<file path="config.mk">
export PLATFORM = sky130hd
export DESIGN_NAME = utf8_sanitize_reencode
export DESIGN_NICKNAME = d
export VERILOG_FILES = /design/src/sv/u8sr_pkg.sv /design/src/sv/utf8_sanitize_reencode.sv /design/src/sv/u8sr_front.sv /design/src/sv/u8sr_queue.sv /design/src/sv/u8sr_back.sv
export SDC_FILE = /design/constraint.sdc
export NUM_CORES = 1
export LEC_CHECK = 0
export BUFFER_PORTS_ARGS = -buffer_cell sky130_fd_sc_hd__buf_2
export CAP_MARGIN = 20
export CORE_ASPECT_RATIO = 0.8
export CORE_MARGIN = 8
export CORE_UTILIZATION = 50
export DETAILED_ROUTE_END_ITERATION = 12
export GPL_TIMING_DRIVEN = 0
export MAX_ROUTING_LAYER = met4
export PLACE_DENSITY = 0.76
export SYNTH_ARGS = -nofsm -noshare
export SYNTH_HDL_FRONTEND = slang
export SYNTH_SLANG_ARGS = --single-unit
</file>
<file path="constraint.sdc">
create_clock -name clk -period 9.3 [get_ports clk]
set_input_delay 1.86 -clock clk [delete_from_list [all_inputs] [get_ports clk]]
set_output_delay 1.86 -clock clk [all_outputs]
set_load 0.05 [all_outputs]
</file>
<file path="src/sv/u8sr_pkg.sv">
`timescale 1ns / 1ps

package u8sr_pkg;

    localparam int unsigned SCALAR_W = 21;

    // Replacement character U+25A1, emitted as E2 96 A1
    localparam logic [SCALAR_W-1:0] REPL_SCALAR = 21'h0025A1;

    // Lead classes, as sequence lengths
    localparam logic [2:0] LEN_BAD = 3'd0;
    localparam logic [2:0] LEN_1   = 3'd1;
    localparam logic [2:0] LEN_2   = 3'd2;
    localparam logic [2:0] LEN_3   = 3'd3;
    localparam logic [2:0] LEN_4   = 3'd4;

    // Encoder prefixes and range limits
    localparam logic [7:0] PFX_CONT = 8'h80;
    localparam logic [7:0] PFX_2    = 8'hC0;
    localparam logic [7:0] PFX_3    = 8'hE0;
    localparam logic [7:0] PFX_4    = 8'hF0;
    localparam logic [SCALAR_W-1:0] MAX_1 = 21'h00007F;
    localparam logic [SCALAR_W-1:0] MAX_2 = 21'h0007FF;
    localparam logic [SCALAR_W-1:0] MAX_3 = 21'h00FFFF;

    // One decoded scalar on its way to the encoder
    typedef struct packed {
        logic [SCALAR_W-1:0] scalar;
        logic                run_end;   // last scalar caused by its input byte
        logic                text_end;  // last scalar of the whole text
    } u8sr_item_t;

    typedef struct packed {
        logic full;
        logic empty;
    } u8sr_qstat_t;

    function automatic logic [2:0] lead_len(input logic [7:0] b);
        logic [2:0] len;
        begin
            len = LEN_BAD;
            if (b inside {[8'h00:8'h7F]})
                len = LEN_1;
            else if (b inside {[8'hC2:8'hDF]})
                len = LEN_2;
            else if (b inside {[8'hE0:8'hEF]})
                len = LEN_3;
            else if (b inside {[8'hF0:8'hF4]})
                len = LEN_4;
            return len;
        end
    endfunction

endpackage

</file>
<file path="src/sv/utf8_sanitize_reencode.sv">
`timescale 1ns / 1ps
// Path: input is registered in byte buffer, queue, encoder byte reg, output register.
// Throughput: the judge takes no new input beat until it has made every sequence
//   decision it allows (1 normally, up to 4 when bytes are replayed); the encoder
//   sends one output beat per cycle unless stalled, 1 to 4 beats per decoded scalar.
// Reset: asynchronous, active low; clears counts, pointers and valids. Byte buffers
//   and the queue contents are not reset and are never read before being written.
module utf8_sanitize_reencode
    import u8sr_pkg::*;
#(
    parameter int QUEUE_DEPTH = 4
)
(
    input  logic       clk,
    input  logic       rst_n,
    input  logic       s_tvalid,
    output logic       s_tready,
    input  logic [7:0] s_tdata,   // [7:0] in_byte
    input  logic       s_tlast,   // text_last
    output logic       m_tvalid,
    input  logic       m_tready,
    output logic [7:0] m_tdata,   // [7:0] out_byte
    output logic       m_tlast,   // run_last
    output logic       m_tuser    // [0] text_end
);

    // Front: buffer bytes, judge each sequence, hand one scalar per decision.
    // Queue: lets the judge run ahead while the encoder drains multi-byte output.
    // Back: re-encode each scalar in minimal form, one beat per cycle unless the output stalls.

    logic        q_push;
    u8sr_item_t  q_push_item;
    logic        q_pop;
    u8sr_item_t  q_head;
    u8sr_qstat_t q_stat;

    u8sr_front u_front (
        .clk       (clk),
        .rst_n     (rst_n),
        .s_tvalid  (s_tvalid),
        .s_tready  (s_tready),
        .s_tdata   (s_tdata),
        .s_tlast   (s_tlast),
        .push      (q_push),
        .push_item (q_push_item),
        .q_full    (q_stat.full)
    );

    u8sr_queue #(
        .DEPTH (QUEUE_DEPTH)
    ) u_queue (
        .clk       (clk),
        .rst_n     (rst_n),
        .push      (q_push),
        .push_item (q_push_item),
        .pop       (q_pop),
        .head_item (q_head),
        .stat      (q_stat)
    );

    u8sr_back u_back (
        .clk       (clk),
        .rst_n     (rst_n),
        .head_item (q_head),
        .q_stat    (q_stat),
        .pop       (q_pop),
        .m_tvalid  (m_tvalid),
        .m_tready  (m_tready),
        .m_tdata   (m_tdata),
        .m_tlast   (m_tlast),
        .m_tuser   (m_tuser)
    );

`ifndef SYNTH
    // End of text is always the last beat of its input byte's run
    assert property (@(posedge clk) disable iff (!rst_n)
        (m_tvalid && m_tuser) |-> m_tlast)
        else $error("text_end without run_last");

    // Judge never pushes into a full queue
    assert property (@(posedge clk) disable iff (!rst_n)
        q_push |-> !q_stat.full)
        else $error("push into full queue");

    // Encoder never pops an empty queue
    assert property (@(posedge clk) disable iff (!rst_n)
        q_pop |-> !q_stat.empty)
        else $error("pop from empty queue");

    // A scalar that ends the text also ends its run
    assert property (@(posedge clk) disable iff (!rst_n)
        (q_push && q_push_item.text_end) |-> q_push_item.run_end)
        else $error("text_end scalar not marked run_end");
`endif

endmodule

</file>
<file path="src/sv/u8sr_front.sv">
`timescale 1ns / 1ps

// Byte buffer and sequence judge: one loop step per cycle while the queue is not full, at most one scalar out per step.
module u8sr_front
    import u8sr_pkg::*;
(
    input  logic       clk,
    input  logic       rst_n,
    input  logic       s_tvalid,
    output logic       s_tready,
    input  logic [7:0] s_tdata,
    input  logic       s_tlast,
    output logic       push,
    output u8sr_item_t push_item,
    input  logic       q_full
);

    logic [7:0] pend_reg [4];
    logic [7:0] pend_next [4];
    logic [7:0] shifted [4];
    logic [2:0] cnt_reg, cnt_next;
    logic       busy_reg, busy_next;
    logic       last_reg, last_next;

    logic [7:0]          b0;
    logic [2:0]          len;
    logic [2:0]          len_n;
    logic [2:0]          drop;
    logic [2:0]          cnt_after;
    logic                emit, stop, clear, good, more, accept, advance;
    logic [SCALAR_W-1:0] scalar;
    logic [SCALAR_W-1:0] decoded;

    assign s_tready = !busy_reg;
    assign accept   = s_tvalid && !busy_reg;

    always_comb
    begin
        b0   = pend_reg[0];
        len  = lead_len(b0);
        good = ((len < LEN_2) || (pend_reg[1][7:6] == 2'b10))
            && ((len < LEN_3) || (pend_reg[2][7:6] == 2'b10))
            && ((len < LEN_4) || (pend_reg[3][7:6] == 2'b10));

        case (len)
            LEN_2:   decoded = {10'd0, b0[4:0], pend_reg[1][5:0]};
            LEN_3:   decoded = {5'd0, b0[3:0], pend_reg[1][5:0], pend_reg[2][5:0]};
            LEN_4:   decoded = {b0[2:0], pend_reg[1][5:0], pend_reg[2][5:0],
                                pend_reg[3][5:0]};
            default: decoded = {13'd0, b0};
        endcase

        emit   = 1'b0;
        stop   = 1'b0;
        clear  = 1'b0;
        drop   = 3'd0;
        scalar = REPL_SCALAR;
        if (cnt_reg == 3'd0)
        begin
            stop = 1'b1;
        end
        else if (len == LEN_BAD)
        begin
            emit = 1'b1;
            drop = 3'd1;
        end
        else if (cnt_reg < len)
        begin
            // incomplete: replace at end of text, otherwise wait for more bytes
            if (last_reg)
            begin
                emit  = 1'b1;
                clear = 1'b1;
            end
            else
            begin
                stop = 1'b1;
            end
        end
        else if (good)
        begin
            emit   = 1'b1;
            drop   = len;
            scalar = decoded;
        end
        else
        begin
            // bad continuation: drop the lead, replay the rest
            emit = 1'b1;
            drop = 3'd1;
        end

        case (drop)
            3'd1:    shifted = '{pend_reg[1], pend_reg[2], pend_reg[3], pend_reg[3]};
            3'd2:    shifted = '{pend_reg[2], pend_reg[3], pend_reg[3], pend_reg[3]};
            3'd3:    shifted = '{pend_reg[3], pend_reg[3], pend_reg[3], pend_reg[3]};
            default: shifted = pend_reg;
        endcase

        cnt_after = clear ? 3'd0 : (cnt_reg - drop);
        len_n     = lead_len(shifted[0]);
        more      = (cnt_after != 3'd0)
                 && ((len_n == LEN_BAD) || (cnt_after >= len_n) || last_reg);

        advance = busy_reg && !stop && !q_full;
        push    = busy_reg && emit && !q_full;

        push_item.scalar   = scalar;
        push_item.run_end  = !more;
        push_item.text_end = !more && last_reg;

        pend_next = pend_reg;
        cnt_next  = cnt_reg;
        busy_next = busy_reg;
        last_next = last_reg;
        if (accept)
        begin
            pend_next[cnt_reg[1:0]] = s_tdata;
            cnt_next  = cnt_reg + 3'd1;
            busy_next = 1'b1;
            last_next = s_tlast;
        end
        else if (busy_reg && stop)
        begin
            busy_next = 1'b0;
        end
        else if (advance)
        begin
            pend_next = shifted;
            cnt_next  = cnt_after;
            busy_next = more;
        end
    end

    always_ff @(posedge clk or negedge rst_n)
    begin
        if (!rst_n)
        begin
            cnt_reg  <= 3'd0;
            busy_reg <= 1'b0;
            last_reg <= 1'b0;
        end
        else
        begin
            cnt_reg  <= cnt_next;
            busy_reg <= busy_next;
            last_reg <= last_next;
        end
    end

    always_ff @(posedge clk)
    begin
        pend_reg <= pend_next;
    end

endmodule

</file>
<file path="src/sv/u8sr_queue.sv">
`timescale 1ns / 1ps

// Small FIFO of decoded scalars between judge and encoder.
module u8sr_queue
    import u8sr_pkg::*;
#(
    parameter int DEPTH = 4
)
(
    input  logic        clk,
    input  logic        rst_n,
    input  logic        push,
    input  u8sr_item_t  push_item,
    input  logic        pop,
    output u8sr_item_t  head_item,
    output u8sr_qstat_t stat
);

    localparam int PTR_W = (DEPTH > 1) ? $clog2(DEPTH) : 1;
    localparam int CNT_W = $clog2(DEPTH + 1);
    localparam logic [PTR_W-1:0] PTR_LAST = PTR_W'(DEPTH - 1);
    localparam logic [CNT_W-1:0] CNT_FULL = CNT_W'(DEPTH);

    u8sr_item_t       mem_reg [DEPTH];
    logic [PTR_W-1:0] wr_reg, wr_next;
    logic [PTR_W-1:0] rd_reg, rd_next;
    logic [CNT_W-1:0] cnt_reg, cnt_next;

    assign stat.full  = (cnt_reg == CNT_FULL);
    assign stat.empty = (cnt_reg == '0);
    assign head_item  = mem_reg[rd_reg];

    always_comb
    begin
        wr_next  = wr_reg;
        rd_next  = rd_reg;
        cnt_next = cnt_reg;
        if (push)
            wr_next = (wr_reg == PTR_LAST) ? '0 : wr_reg + PTR_W'(1);
        if (pop)
            rd_next = (rd_reg == PTR_LAST) ? '0 : rd_reg + PTR_W'(1);
        if (push && !pop)
            cnt_next = cnt_reg + CNT_W'(1);
        else if (pop && !push)
            cnt_next = cnt_reg - CNT_W'(1);
    end

    always_ff @(posedge clk or negedge rst_n)
    begin
        if (!rst_n)
        begin
            wr_reg  <= '0;
            rd_reg  <= '0;
            cnt_reg <= '0;
        end
        else
        begin
            wr_reg  <= wr_next;
            rd_reg  <= rd_next;
            cnt_reg <= cnt_next;
        end
    end

    always_ff @(posedge clk)
    begin
        if (push)
            mem_reg[wr_reg] <= push_item;
    end

endmodule

</file>
<file path="src/sv/u8sr_back.sv">
`timescale 1ns / 1ps

// Minimal-form encoder: one scalar in, one to four bytes out through an output register.
module u8sr_back
    import u8sr_pkg::*;
(
    input  logic        clk,
    input  logic        rst_n,
    input  u8sr_item_t  head_item,
    input  u8sr_qstat_t q_stat,
    output logic        pop,
    output logic        m_tvalid,
    input  logic        m_tready,
    output logic [7:0]  m_tdata,
    output logic        m_tlast,
    output logic        m_tuser
);

    logic [7:0] byte_reg [4];
    logic [7:0] byte_next [4];
    logic [7:0] enc [4];
    logic [2:0] rem_reg, rem_next;
    logic [2:0] enc_n;
    logic       fin_reg, fin_next;
    logic       tend_reg, tend_next;
    logic       mv_reg, mv_next;
    logic [7:0] md_reg, md_next;
    logic       ml_reg, ml_next;
    logic       mu_reg, mu_next;
    logic       out_free, adv, seq_free;
    logic [SCALAR_W-1:0] s;

    assign m_tvalid = mv_reg;
    assign m_tdata  = md_reg;
    assign m_tlast  = ml_reg;
    assign m_tuser  = mu_reg;

    always_comb
    begin
        s = head_item.scalar;
        if (s <= MAX_1)
        begin
            enc_n = LEN_1;
            enc   = '{s[7:0], 8'h00, 8'h00, 8'h00};
        end
        else if (s <= MAX_2)
        begin
            enc_n = LEN_2;
            enc   = '{PFX_2 | {3'd0, s[10:6]}, PFX_CONT | {2'd0, s[5:0]}, 8'h00, 8'h00};
        end
        else if (s <= MAX_3)
        begin
            enc_n = LEN_3;
            enc   = '{PFX_3 | {4'd0, s[15:12]}, PFX_CONT | {2'd0, s[11:6]},
                      PFX_CONT | {2'd0, s[5:0]}, 8'h00};
        end
        else
        begin
            enc_n = LEN_4;
            enc   = '{PFX_4 | {5'd0, s[20:18]}, PFX_CONT | {2'd0, s[17:12]},
                      PFX_CONT | {2'd0, s[11:6]}, PFX_CONT | {2'd0, s[5:0]}};
        end

        out_free = !mv_reg || m_tready;
        adv      = (rem_reg != 3'd0) && out_free;
        seq_free = (rem_reg == 3'd0) || ((rem_reg == 3'd1) && adv);
        pop      = seq_free && !q_stat.empty;

        byte_next = byte_reg;
        rem_next  = rem_reg;
        fin_next  = fin_reg;
        tend_next = tend_reg;
        mv_next   = mv_reg && !m_tready;
        md_next   = md_reg;
        ml_next   = ml_reg;
        mu_next   = mu_reg;

        if (adv)
        begin
            mv_next   = 1'b1;
            md_next   = byte_reg[0];
            ml_next   = (rem_reg == 3'd1) && fin_reg;
            mu_next   = (rem_reg == 3'd1) && tend_reg;
            byte_next = '{byte_reg[1], byte_reg[2], byte_reg[3], byte_reg[3]};
            rem_next  = rem_reg - 3'd1;
        end
        if (pop)
        begin
            byte_next = enc;
            rem_next  = enc_n;
            fin_next  = head_item.run_end;
            tend_next = head_item.text_end;
        end
    end

    always_ff @(posedge clk or negedge rst_n)
    begin
        if (!rst_n)
        begin
            rem_reg <= 3'd0;
            mv_reg  <= 1'b0;
        end
        else
        begin
            rem_reg <= rem_next;
            mv_reg  <= mv_next;
        end
    end

    always_ff @(posedge clk)
    begin
        byte_reg <= byte_next;
        fin_reg  <= fin_next;
        tend_reg <= tend_next;
        md_reg   <= md_next;
        ml_reg   <= ml_next;
        mu_reg   <= mu_next;
    end

endmodule

</file>
# == After elaboration in Yosys (flattened, before gate mapping) ==
# Memory sizes are Yosys's and may differ from the RTL's.
# Index checks and enable logic that the tools add are counted.
# word_totals
word_cells,186
ramBits,92
out_inout_bits,12
memories,1
regBits,92
in_bits,13
# classes
order_cmp,26
n_reduce_logical,57
bitwise,1
addsub,7
mux,59
eq_ne,14
# memory_table
memory,depth,width,read_ports,rd_ports_with_merged_regs,write_ports,line_no,rtl
u_queue.mem_reg,4,23,1,0,1,u8sr_queue.sv:24,u8sr_item_t mem_reg [DEPTH];
# ops
cell,n
32-bit 2-to-1 mux,6
32-bit case mux with 3 select lines,1
21-bit 2-to-1 mux,4
3-bit 2-to-1 mux,23
21-bit case mux with 3 select lines,1
"8-bit >= comparator, second input constant",6
"8-bit less-or-equal comparator, second input constant",6
32-bit bitwise mux,1
30-bit 2-to-1 mux,1
29-bit 2-to-1 mux,1
1-bit logical AND,27
"21-bit by 11-bit less-or-equal comparator with 1-bit output, second input constant",1
"21-bit by 16-bit less-or-equal comparator with 1-bit output, second input constant",1
"21-bit by 7-bit less-or-equal comparator with 1-bit output, second input constant",1
1-bit 2-to-1 mux,17
8-bit demux with 2-bit select,1
"8-bit by 1-bit >= comparator with 1-bit output, second input constant",2
"8-bit by 7-bit less-or-equal comparator with 1-bit output, second input constant",2
3-bit logical NOT,5
"3-bit by 2-bit equality test with 1-bit output, second input constant",4
"2-bit equality test, second input constant",5
1-bit logical NOT,9
3-bit nonzero test,3
8-bit 2-to-1 mux,1
other kinds (20),35

# == Longest topological paths before layout ==
# Gate-level depths: netlist of run 1.
# depth
ltp_word,29
mapped_depth,24
mapped_depth_nobuf,22

# == By module ==
# From an unflattened synthesis of run 1, not the netlist that was laid out.
# hier_totals
cells_unflattened,660
hier_area_um2,8974.9
# by_module_without_submodules
module,area_per_inst_um2,cells_per_inst,seq_area_each_um2,n_inst
u8sr_queue,3778.6,158,2937.8,1
u8sr_front,3009.1,317,1086.0,1
u8sr_back,2187.1,185,1331.3,1

# == Worst setup path after synthesis of run 1 ==
# OpenSTA, ideal clock, no wires.
# synth_timing
path_type,reg-to-reg
start,"register u_front.pend_reg, in the netlist u_front.b0[0]"
end,"memory u_queue.mem_reg[0][1] (netlist name), data pin"
n_path_buf,1
period_less_slack_ns,4.534
arrival_ns,4.269
setup_ns,0.264
path_slack_ns,4.766
path_stages_with_launch,19
t_required_ns,9.036
cell_sequence,edfxtp_1 -> o21ai_2 -> nand2_1 -> nor3_1 -> clkbuf_1 -> inv_1 -> ha_1 -> or3_1 -> o21ai_0 -> a21boi_4 -> nand2_2 -> mux2_2 -> nand2_1 -> and4bb_1 -> or3_1 -> ha_1 -> a21boi_0 -> o21ai_0 -> a31o_1
# synth_rtl
item,line_no,rtl
start: declaration,u8sr_front.sv:18,logic [7:0] pend_reg [4];
start signal: assignment,u8sr_front.sv:153,pend_reg <= pend_next;
end: declaration,u8sr_queue.sv:24,

==> metrics.md, run 1 <==
| Metric | Value |
|---|---|
| Rel. slew slack | `33.0%` |
| Final setup vio count | `0` |
| Tot GR Track Use | `about a fifth` |
| Max reg flops | `92` |
| Fmax | `between 0.15 and 0.2 GHz` |
| Status | `complete, no violations` |
| Complex-gate fraction of the synthesized area | `about an eighth` |
| Clock tree from TritonCTS | `done` |
| First-pass GRT wire length | `32300 um` |
| Setup TNS | `0 ps` |
| Critical Path RT | `~9500 ps` |
| Commonest non-fill, non-tap cell in the layout | `edfxtp_1` |
| Simple-Gate Fraction of Synth Area | `between 10% and 20%` |
| First drt pass iteration count | `7` |
| DRC violations left | `0` |
| CTS Buffer Depth | `2` |
| Unrepaired setup endpoints after global routing | `false` |
| Post-DP HPWL | `roughly 15000 um` |
| Starting Density | `50.6%` |
| Sink Count | `181` |
| Final hold vios | `0` |
| Die W | `around 160 um` |
| Antenna Nets Post-Route | `0` |
| Max Cap Viol | `0` |
| Async SR Flop Fraction | `under 10%` |
| Crit path launch type | `flip-flop` |
| DR WL/cell | `about 21 um` |
| Final clock skew | `12.5 ps` |
| Vias per std cell | `about 6.3` |
| Synth cell types | `73` |
| Critical path's slowest cell | `nor3_1` |
| Worst Setup SP | `u_front.b0[0]$_DFFE_PP_` |
| Initial antenna violation count | `0` |
| Site Rows | `43` |
| I/O pin total | `25` |
| EDFF count, synth | `roughly 170` |
| Worst-path fanout max | `10` |
| Hold_sp | `u_back.byte_reg[24]$_DFFE_PP_` |
| Clock slew at reported path FFs | `~70 ps` |
| Register area share after synthesis | `a little over 60%` |
| Syn Std Cell Area | `between 8000 and 9000 sq um` |
| Setup bufs post-CTS | `0` |
| Critical path capture point type | `flip-flop` |
| Fraction of layout cells with a size suffix above 1 | `roughly 16%` |
| Multiplexer share of the synthesized area | `under 10%` |
| Largest net degree at the start of global routing | `23` |
| Worst-skew pair later-pin latency | `~430 ps` |
| Reg-to-Reg Start | `u_front.b0[0]$_DFFE_PP_` |
| CTS buffer count | `17` |
| Syn Area/Cell | `approximately 13 sq um` |
| Worst path max stage delay | `580 ps` |
| Vias | `just under 6000` |
| XOR/XNOR share of the synthesized area | `0.804%` |
| Setup CP Type | `reg2reg` |
| Combinational family with the most area after synthesis | `compound AO/OA/AOI/OAI gates` |
| Top_reg_cell synth | `edfxtp_1` |
| Vias in the first global route | `5930` |
| GRT overflow | `0` |
| Die area | `~22000 sq um` |
| CP Cell Sequence | `o21ai_2, nand2_1, nor3_1, clkbuf_1, inv_1, ha_1, or3_1, o21ai_0, a21boi_4, nand3_1, a2bb2oi_1, and4bb_1, or3_1, ha_1, a21boi_0, o21ai_0, a31o_1` |
| Tmin final | `~5700 ps` |
| Yosys reg bits | `around 180` |
| Syn Inst Count | `between 600 and 700` |
| Die height | `134 um` |
| Mapped Nets | `roughly 690` |
| CTS Hold Buffers Added | `0` |
| Routed Wire Length | `just over 20000 um` |
| Commonest cells after routing, fill and taps aside | `165 x edfxtp_1, 59 x nor2_1, 53 x nand2_1` |
| H-tree Lvls | `4` |
| Core Box Area | `~17000 sq um` |
| Clock root buffer | `clkbuf_16` |
| Worst slew pin tran | `1010 ps` |
| Drt first-iter violations | `between 600 and 700` |
| Placer congestion estimate | `0.910` |
| ANT cells | `0` |
| Port bufs | `24` |
| Nets | `740` |
| Fin. max-slew vios | `0` |
| Area Overhead vs Synth | `12.6%` |
| Worst EP arrival | `between 5000 and 6000 ps` |
| Worst min path class | `reg2reg` |
| Post-synthesis adder-cell area fraction | `3.04%` |
| Synth warnings | `0` |
| Post_cts resized | `0` |
| Final Cycle Share | `about 61%` |
-- critical path, delay by kind of cell, from the launching register on --
| kind | cells | cell delay, ps |
|---|---|---|
| buffers and inverters | 2 | 560 |
| adder cells (fa/ha/maj) | 2 | 490 |
| AO/OA/AOI/OAI | 7 | 1900 |
| flip-flops | 1 | 520 |
| AND/OR/NAND/NOR | 6 | 1980 |
-- cell type report --
cell class              instances  area [sq um]
fillers                      1399          7410
inverters                      22          85.1
multi-input cells             422          3120
plain buffers                  35           155
flip-flops and latches        181          5360
well taps                     225           282
clock buffers                  17           425
clock inverters                15           159
repair buffers                 28           230
-- Yosys cell counts (3+ instances only) --
library cell | count | area, sq um
nor3b_1 | 3 | 22.5
nand2b_1 | 9 | 56.3
clkbuf_1 | 22 | 82.6
a21o_1 | 5 | 37.5
inv_1 | 20 | 75.1
o22ai_1 | 3 | 18.8
mux2_2 | 4 | 45.0
xnor2_1 | 5 | 43.8
nand3_1 | 15 | 75.1
nor2b_1 | 8 | 50.1
buf_2 | 7 | 35.0
nand2_1 | 53 | 199
ha_1 | 18 | 225
o31ai_1 | 3 | 22.5
or3_1 | 4 | 25.0
edfxtp_1 | 165 | 4950
o21ai_0 | 18 | 90.1
xor2_1 | 3 | 26.3
and3_1 | 24 | 150
a22o_1 | 9 | 78.8
dfrtp_1 | 16 | 400
a21oi_1 | 28 | 140
a222oi_1 | 11 | 110
and2_1 | 11 | 68.8
nor2_1 | 59 | 221
a22oi_1 | 13 | 97.6
mux4_2 | 23 | 518
nor3_1 | 8 | 40.0
o21ai_1 | 14 | 70.1
mux2i_1 | 7 | 70.1
buf_1 | 3 | 11.3
o211ai_1 | 4 | 30.0
a32oi_1 | 3 | 26.3
a221oi_1 | 10 | 87.6
o21ai_2 | 3 | 26.3
-- path summary, 6_finish.rpt --
kind	to	slack (ps)	cells after the start
max	u_queue.mem_reg[2][1]$_DFFE_PP_	3590	17
max in group asynchronous	u_queue.rd_reg[1]$_DFFE_PN0P_	7630	1
min in group asynchronous	u_front.cnt_reg[1]$_DFFE_PN0P_	1360	1
min	u_back.m_tdata[0]$_DFFE_PP_	420	0
max reg2reg	u_queue.mem_reg[2][1]$_DFFE_PP_	3590	17
min reg2reg	u_back.m_tdata[0]$_DFFE_PP_	420	0
-- kinds of logic (layout without fill, tap and decap cells) --
| group | Yosys count | in the layout |
|---|---|---|
| AND/OR/NAND/NOR | 210 | 210 |
| buffers and inverters | 57 | 117 |
| XOR/XNOR | 8 | 8 |
| multiplexers | 35 | 35 |
| AO/OA/AOI/OAI | 149 | 149 |
| adder cells (fa/ha/maj) | 20 | 20 |
| flip-flops | 181 | 181 |
-- metrics by stage --
stage / setup WS (ps) / utilization [%] / instances / instance area [sq um] / hold slack, ps
floorplan: 4770 / - / 660 / 8710 / 400
global placement: 3740 / 53.0 / 909 / 9120 / 407
detailed placement: 3730 / 53.6 / 913 / 9230 / 406
CTS: 3710 / 57.0 / 945 / 9810 / 424
global route: 3350 / 57.0 / 945 / 9810 / 435
finish: 3590 / 57.0 / 945 / 9810 / 424
-- per-layer routing --
metal  share of wire [%]  track usage (%)
met1                  44             26.3
met2                  47             30.4
met3                 6.8             3.55
met4                 1.3             5.90
met5                   0                -
Power of run 1 is not shown: default switching activity piles up to over one toggle a cycle in this logic, so the estimate is an artifact.
==> run 2, diff against run 1 <==
--- a/config.mk
+++ b/config.mk
@@ -5,6 +5,7 @@
 export SDC_FILE = /design/constraint.sdc
 export NUM_CORES = 1
 export LEC_CHECK = 0
+export ABC_AREA = 1
 export BUFFER_PORTS_ARGS = -buffer_cell sky130_fd_sc_hd__buf_2
 export CAP_MARGIN = 20
 export CORE_ASPECT_RATIO = 0.8
@@ -13,7 +14,7 @@
 export DETAILED_ROUTE_END_ITERATION = 12
 export GPL_TIMING_DRIVEN = 0
 export MAX_ROUTING_LAYER = met4
-export PLACE_DENSITY = 0.76
+export PLACE_DENSITY = 0.79
 export SYNTH_ARGS = -nofsm -noshare
 export SYNTH_HDL_FRONTEND = slang
 export SYNTH_SLANG_ARGS = --single-unit
==> constraint.sdc (replaced) <==
create_clock -name clk -period 4.6 [get_ports clk]
set_input_delay 0.92 -clock clk [delete_from_list [all_inputs] [get_ports clk]]
set_output_delay 0.92 -clock clk [all_outputs]
set_load 0.05 [all_outputs]
==> metrics.md, run 2 <==
| Metric | Value |
|---|---|
| Finished Cell Area | `10100 sq um (+3.0%)` |
| Post-synth top area share | `55.6% (-1.3 points)` |
| Synth top cells by count | `165 x edfxtp_1, 157 x nand2_1, 94 x inv_1` |
| Worst path max stage delay | `450 ps (-130 ps)` |
| Register area share after synthesis | `60.1% (-1.4 points)` |
| Worst-skew pair later-pin latency | `450 ps (+20 ps)` |
| Vias per std cell | `5.89 (-5.7%)` |
| Largest net degree at the start of global routing | `27 (+17%)` |
| First drt pass iteration count | `5 (-2)` |
| Status | `complete, no violations` |
| Commonest cells after routing, fill and taps aside | `165 x edfxtp_1, 157 x nand2_1, 94 x inv_1` |
| Syn Inst Count | `849 (+29%)` |
| First-pass GRT wire length | `34700 um (+7.4%)` |
| EDFF count, synth | `165 (unchanged)` |
| Core Box Area | `17400 sq um (+0.94%)` |
| Top cells by area, synth | `edfxtp_1 56%, nand2_1 6.6%, dfrtp_1 4.5%, inv_1 4.0%, o21ai_0 3.1%` |
| Placed cell area | `9400 sq um (+1.9%)` |
| Critical path's slowest cell | `edfxtp_1` |
| Clock slew at reported path FFs | `80 ps (about the same)` |
| CTS buffer count | `17 (unchanged)` |
| Die area | `22400 sq um (+2.1%)` |
| Final setup vio count | `0 (unchanged)` |
| Most frequent cell after synthesis | `edfxtp_1` |
| H-tree Lvls | `4 (unchanged)` |
| DR WL/cell | `19.1 um (-11%)` |
| Fin. max-slew vios | `0 (unchanged)` |
| Met2 usage | `31.3% (+0.94 points)` |
| Clock root buffer | `clkbuf_16` |
| Leading area contributor after synthesis | `edfxtp_1` |
| Max Cap Viol | `0 (unchanged)` |
| Post-synthesis adder-cell area fraction | `2.98% (-0.069 points)` |
| Fraction of layout cells with a size suffix above 1 | `15.3% (-0.37 points)` |
| Async SR Flop Fraction | `8.84% (unchanged)` |
| Nets | `940 (+27%)` |
| Synth cell types | `48 (-34%)` |
| Vias in the first global route | `6506 (+9.7%)` |
| Final Cycle Share | `93.1% (+32 points)` |
| Initial antenna violation count | `0 (unchanged)` |
| Mapped Nets | `882 (+27%)` |
| Top_reg_cell synth | `edfxtp_1` |
| Fmax | `0.233 GHz (+33%)` |
| DRC violations left | `0 (unchanged)` |
| Synth warnings | `0 (unchanged)` |
| Sink Count | `181 (unchanged)` |
| CP most frequent cell | `nand2_1` |
| Syn Area/Cell | `10.5 sq um (-20%)` |
| Layer with the highest usage | `met2` |
| Die height | `135 um (+1.0%)` |
| Area Overhead vs Synth | `13.4%` |
| Met3 Use GR | `4.77% (+1.2 points)` |
| Worst slew pin tran | `1020 ps (+14.9 ps)` |
| Fillers | `1456 (+4.1%)` |
| Layout Cells excl Fill | `1145 (+21%)` |
| ANT cells | `0 (unchanged)` |
| Commonest non-fill, non-tap cell in the layout | `edfxtp_1` |
| Max reg flops | `92 (unchanged)` |
| CTS Buffer Depth | `2 (unchanged)` |
| Die W | `165 um (+1.0%)` |
| Clock tree from TritonCTS | `done` |
| Tmin final | `4280 ps (-1430 ps)` |
| Unrepaired setup endpoints after global routing | `false` |
| CTS Hold Buffers Added | `0 (unchanged)` |
| Starting Density | `51.3% (+0.69 points)` |
| Worst min path class | `in2async` |
| Multiplexer share of the synthesized area | `0.126% (-7.3 points)` |
| Combinational family with the most area after synthesis | `simple AND/OR/NAND/NOR gates` |
| Multi-input gate area | `3050 sq um (-2.3%)` |
| Simple-Gate Fraction of Synth Area | `17.6% (+5.7 points)` |
| Drt first-iter violations | `776 (+25%)` |
| Worst-path fanout max | `7 (-3)` |
| Routed Wire Length | `21900 um (+7.8%)` |
| FF+latch area | `5360 sq um (unchanged)` |
| Critical path capture point type | `flip-flop` |
| Final hold vios | `0 (unchanged)` |
| Final clock skew | `12.6 ps (+0.128 ps)` |
| I/O pin total | `25 (unchanged)` |
| Met1 usage | `27.6% (+1.4 points)` |
| Placer congestion estimate | `1.00 (+10%)` |
| Complex-gate fraction of the synthesized area | `12.6% (-0.018 points)` |
| Crit path launch type | `flip-flop` |
| Placed Instances | `1104 (+21%)` |
| Critical Path RT | `4890 ps (-4580 ps)` |
| R2R setup slack | `320 ps (-3270 ps)` |
| Tot GR Track Use | `20.8% (+1.1 points)` |
| Site Rows | `43 (unchanged)` |
| Port bufs | `24 (unchanged)` |
| Post-DP HPWL | `15700 um (+7.4%)` |
| Worst EP arrival | `4570 ps (-1310 ps)` |
| Vias | `6748 (+14%)` |
| Yosys reg bits | `181 (unchanged)` |
| XOR/XNOR share of the synthesized area | `0.491% (-0.31 points)` |
| Syn Std Cell Area | `8920 sq um (+2.3%)` |
| GRT overflow | `0 (unchanged)` |
| Antenna Nets Post-Route | `0 (unchanged)` |
| Setup CP Type | `reg2reg` |
| Rel. slew slack | `31.8% (-1.2 points)` |
-- run 2: cell types whose count changed in the layout (fill, tap and decap cells not counted), sizes merged, moves of 20 or more --
cell	change
nand4	+20
inv	+82
nand2	+121
o22ai	+32
mux4	-23
and3	-24
nand3	+20
o21ai	+23
-- run 2: logic make-up (layout without fill, tap and decap cells) --
kind of cell / after synthesis / after routing
and+or+nand+nor: 326 / 326
AOI/OAI and AO/OA: 182 / 182
DFF: 181 / 181
buffers and inverters: 134 / 205
adders and majority gates: 20 / 20
xor gates and xnor gates: 5 / 5
muxes: 1 / 1
-- run 2: area by class of cell --
type | count | share of cell area [%]
sequential | 181 | 53.0
multi-input combinational | 534 | 30.2
clock buffer | 17 | 4.21
inverter | 104 | 3.86
tap | 225 | 2.79
timing repair buffer | 40 | 2.67
clock inverter | 15 | 1.82
buffer | 29 | 1.51
-- run 2: routing by layer --
metal	wire length, um	vias to the layer above
met5	0	-
met3	2040	43
met1	9480	3255
li1	-	3129
met4	401	0
met2	9970	321
-- run 2: critical path, delay by kind of cell, from the launching register on --
family	cells	cell delay, ps
adder cells (fa/ha/maj)	2	580
buffers and inverters	5	450
AO/OA/AOI/OAI	3	540
AND/OR/NAND/NOR	16	2090
flip-flops	1	450
-- run 2: repair_timing --
| action | CTS | global route |
|---|---|---|
| setup buffers | 0 | 10 |
| pin swaps | 0 | 4 |
| setup endpoints to repair | 5 | 12 |
| resized for setup | 2 | 3 |
-- run 2: final timing paths --
check                                                   from                         endpoint  cells past startpoint
max                                  u_front.b0[4]$_DFFE_PP_  u_queue.mem_reg[1][0]$_DFFE_PP_                     26
min                                                    rst_n     u_front.busy_reg$_DFFE_PN0P_                      1
max reg2reg                          u_front.b0[4]$_DFFE_PP_  u_queue.mem_reg[1][0]$_DFFE_PP_                     26
min reg2reg                u_back.byte_reg[30]$_SDFFCE_PN0P_      u_back.m_tdata[6]$_DFFE_PP_                      0
max in group asynchronous                              rst_n   u_queue.cnt_reg[2]$_DFFE_PN0P_                      1
min in group clk           u_back.byte_reg[30]$_SDFFCE_PN0P_      u_back.m_tdata[6]$_DFFE_PP_                      0
-- run 2: per-stage QoR --
step / TNS (ps) / hold WS, ps / utilization [%] / setup WS (ps)
5_1_grt: 0 / 429 / 58.2 / 20.4
3_3_place_gp: -58420 / 401 / 53.6 / -659
2_1_floorplan: 0 / 400 / - / 602
6_report: 0 / 399 / 58.2 / 316
3_5_place_dp: -709 / 406 / 54.1 / -151
4_1_cts: 0 / 401 / 57.6 / 10.0
Power of run 2 is left out for the same reason.
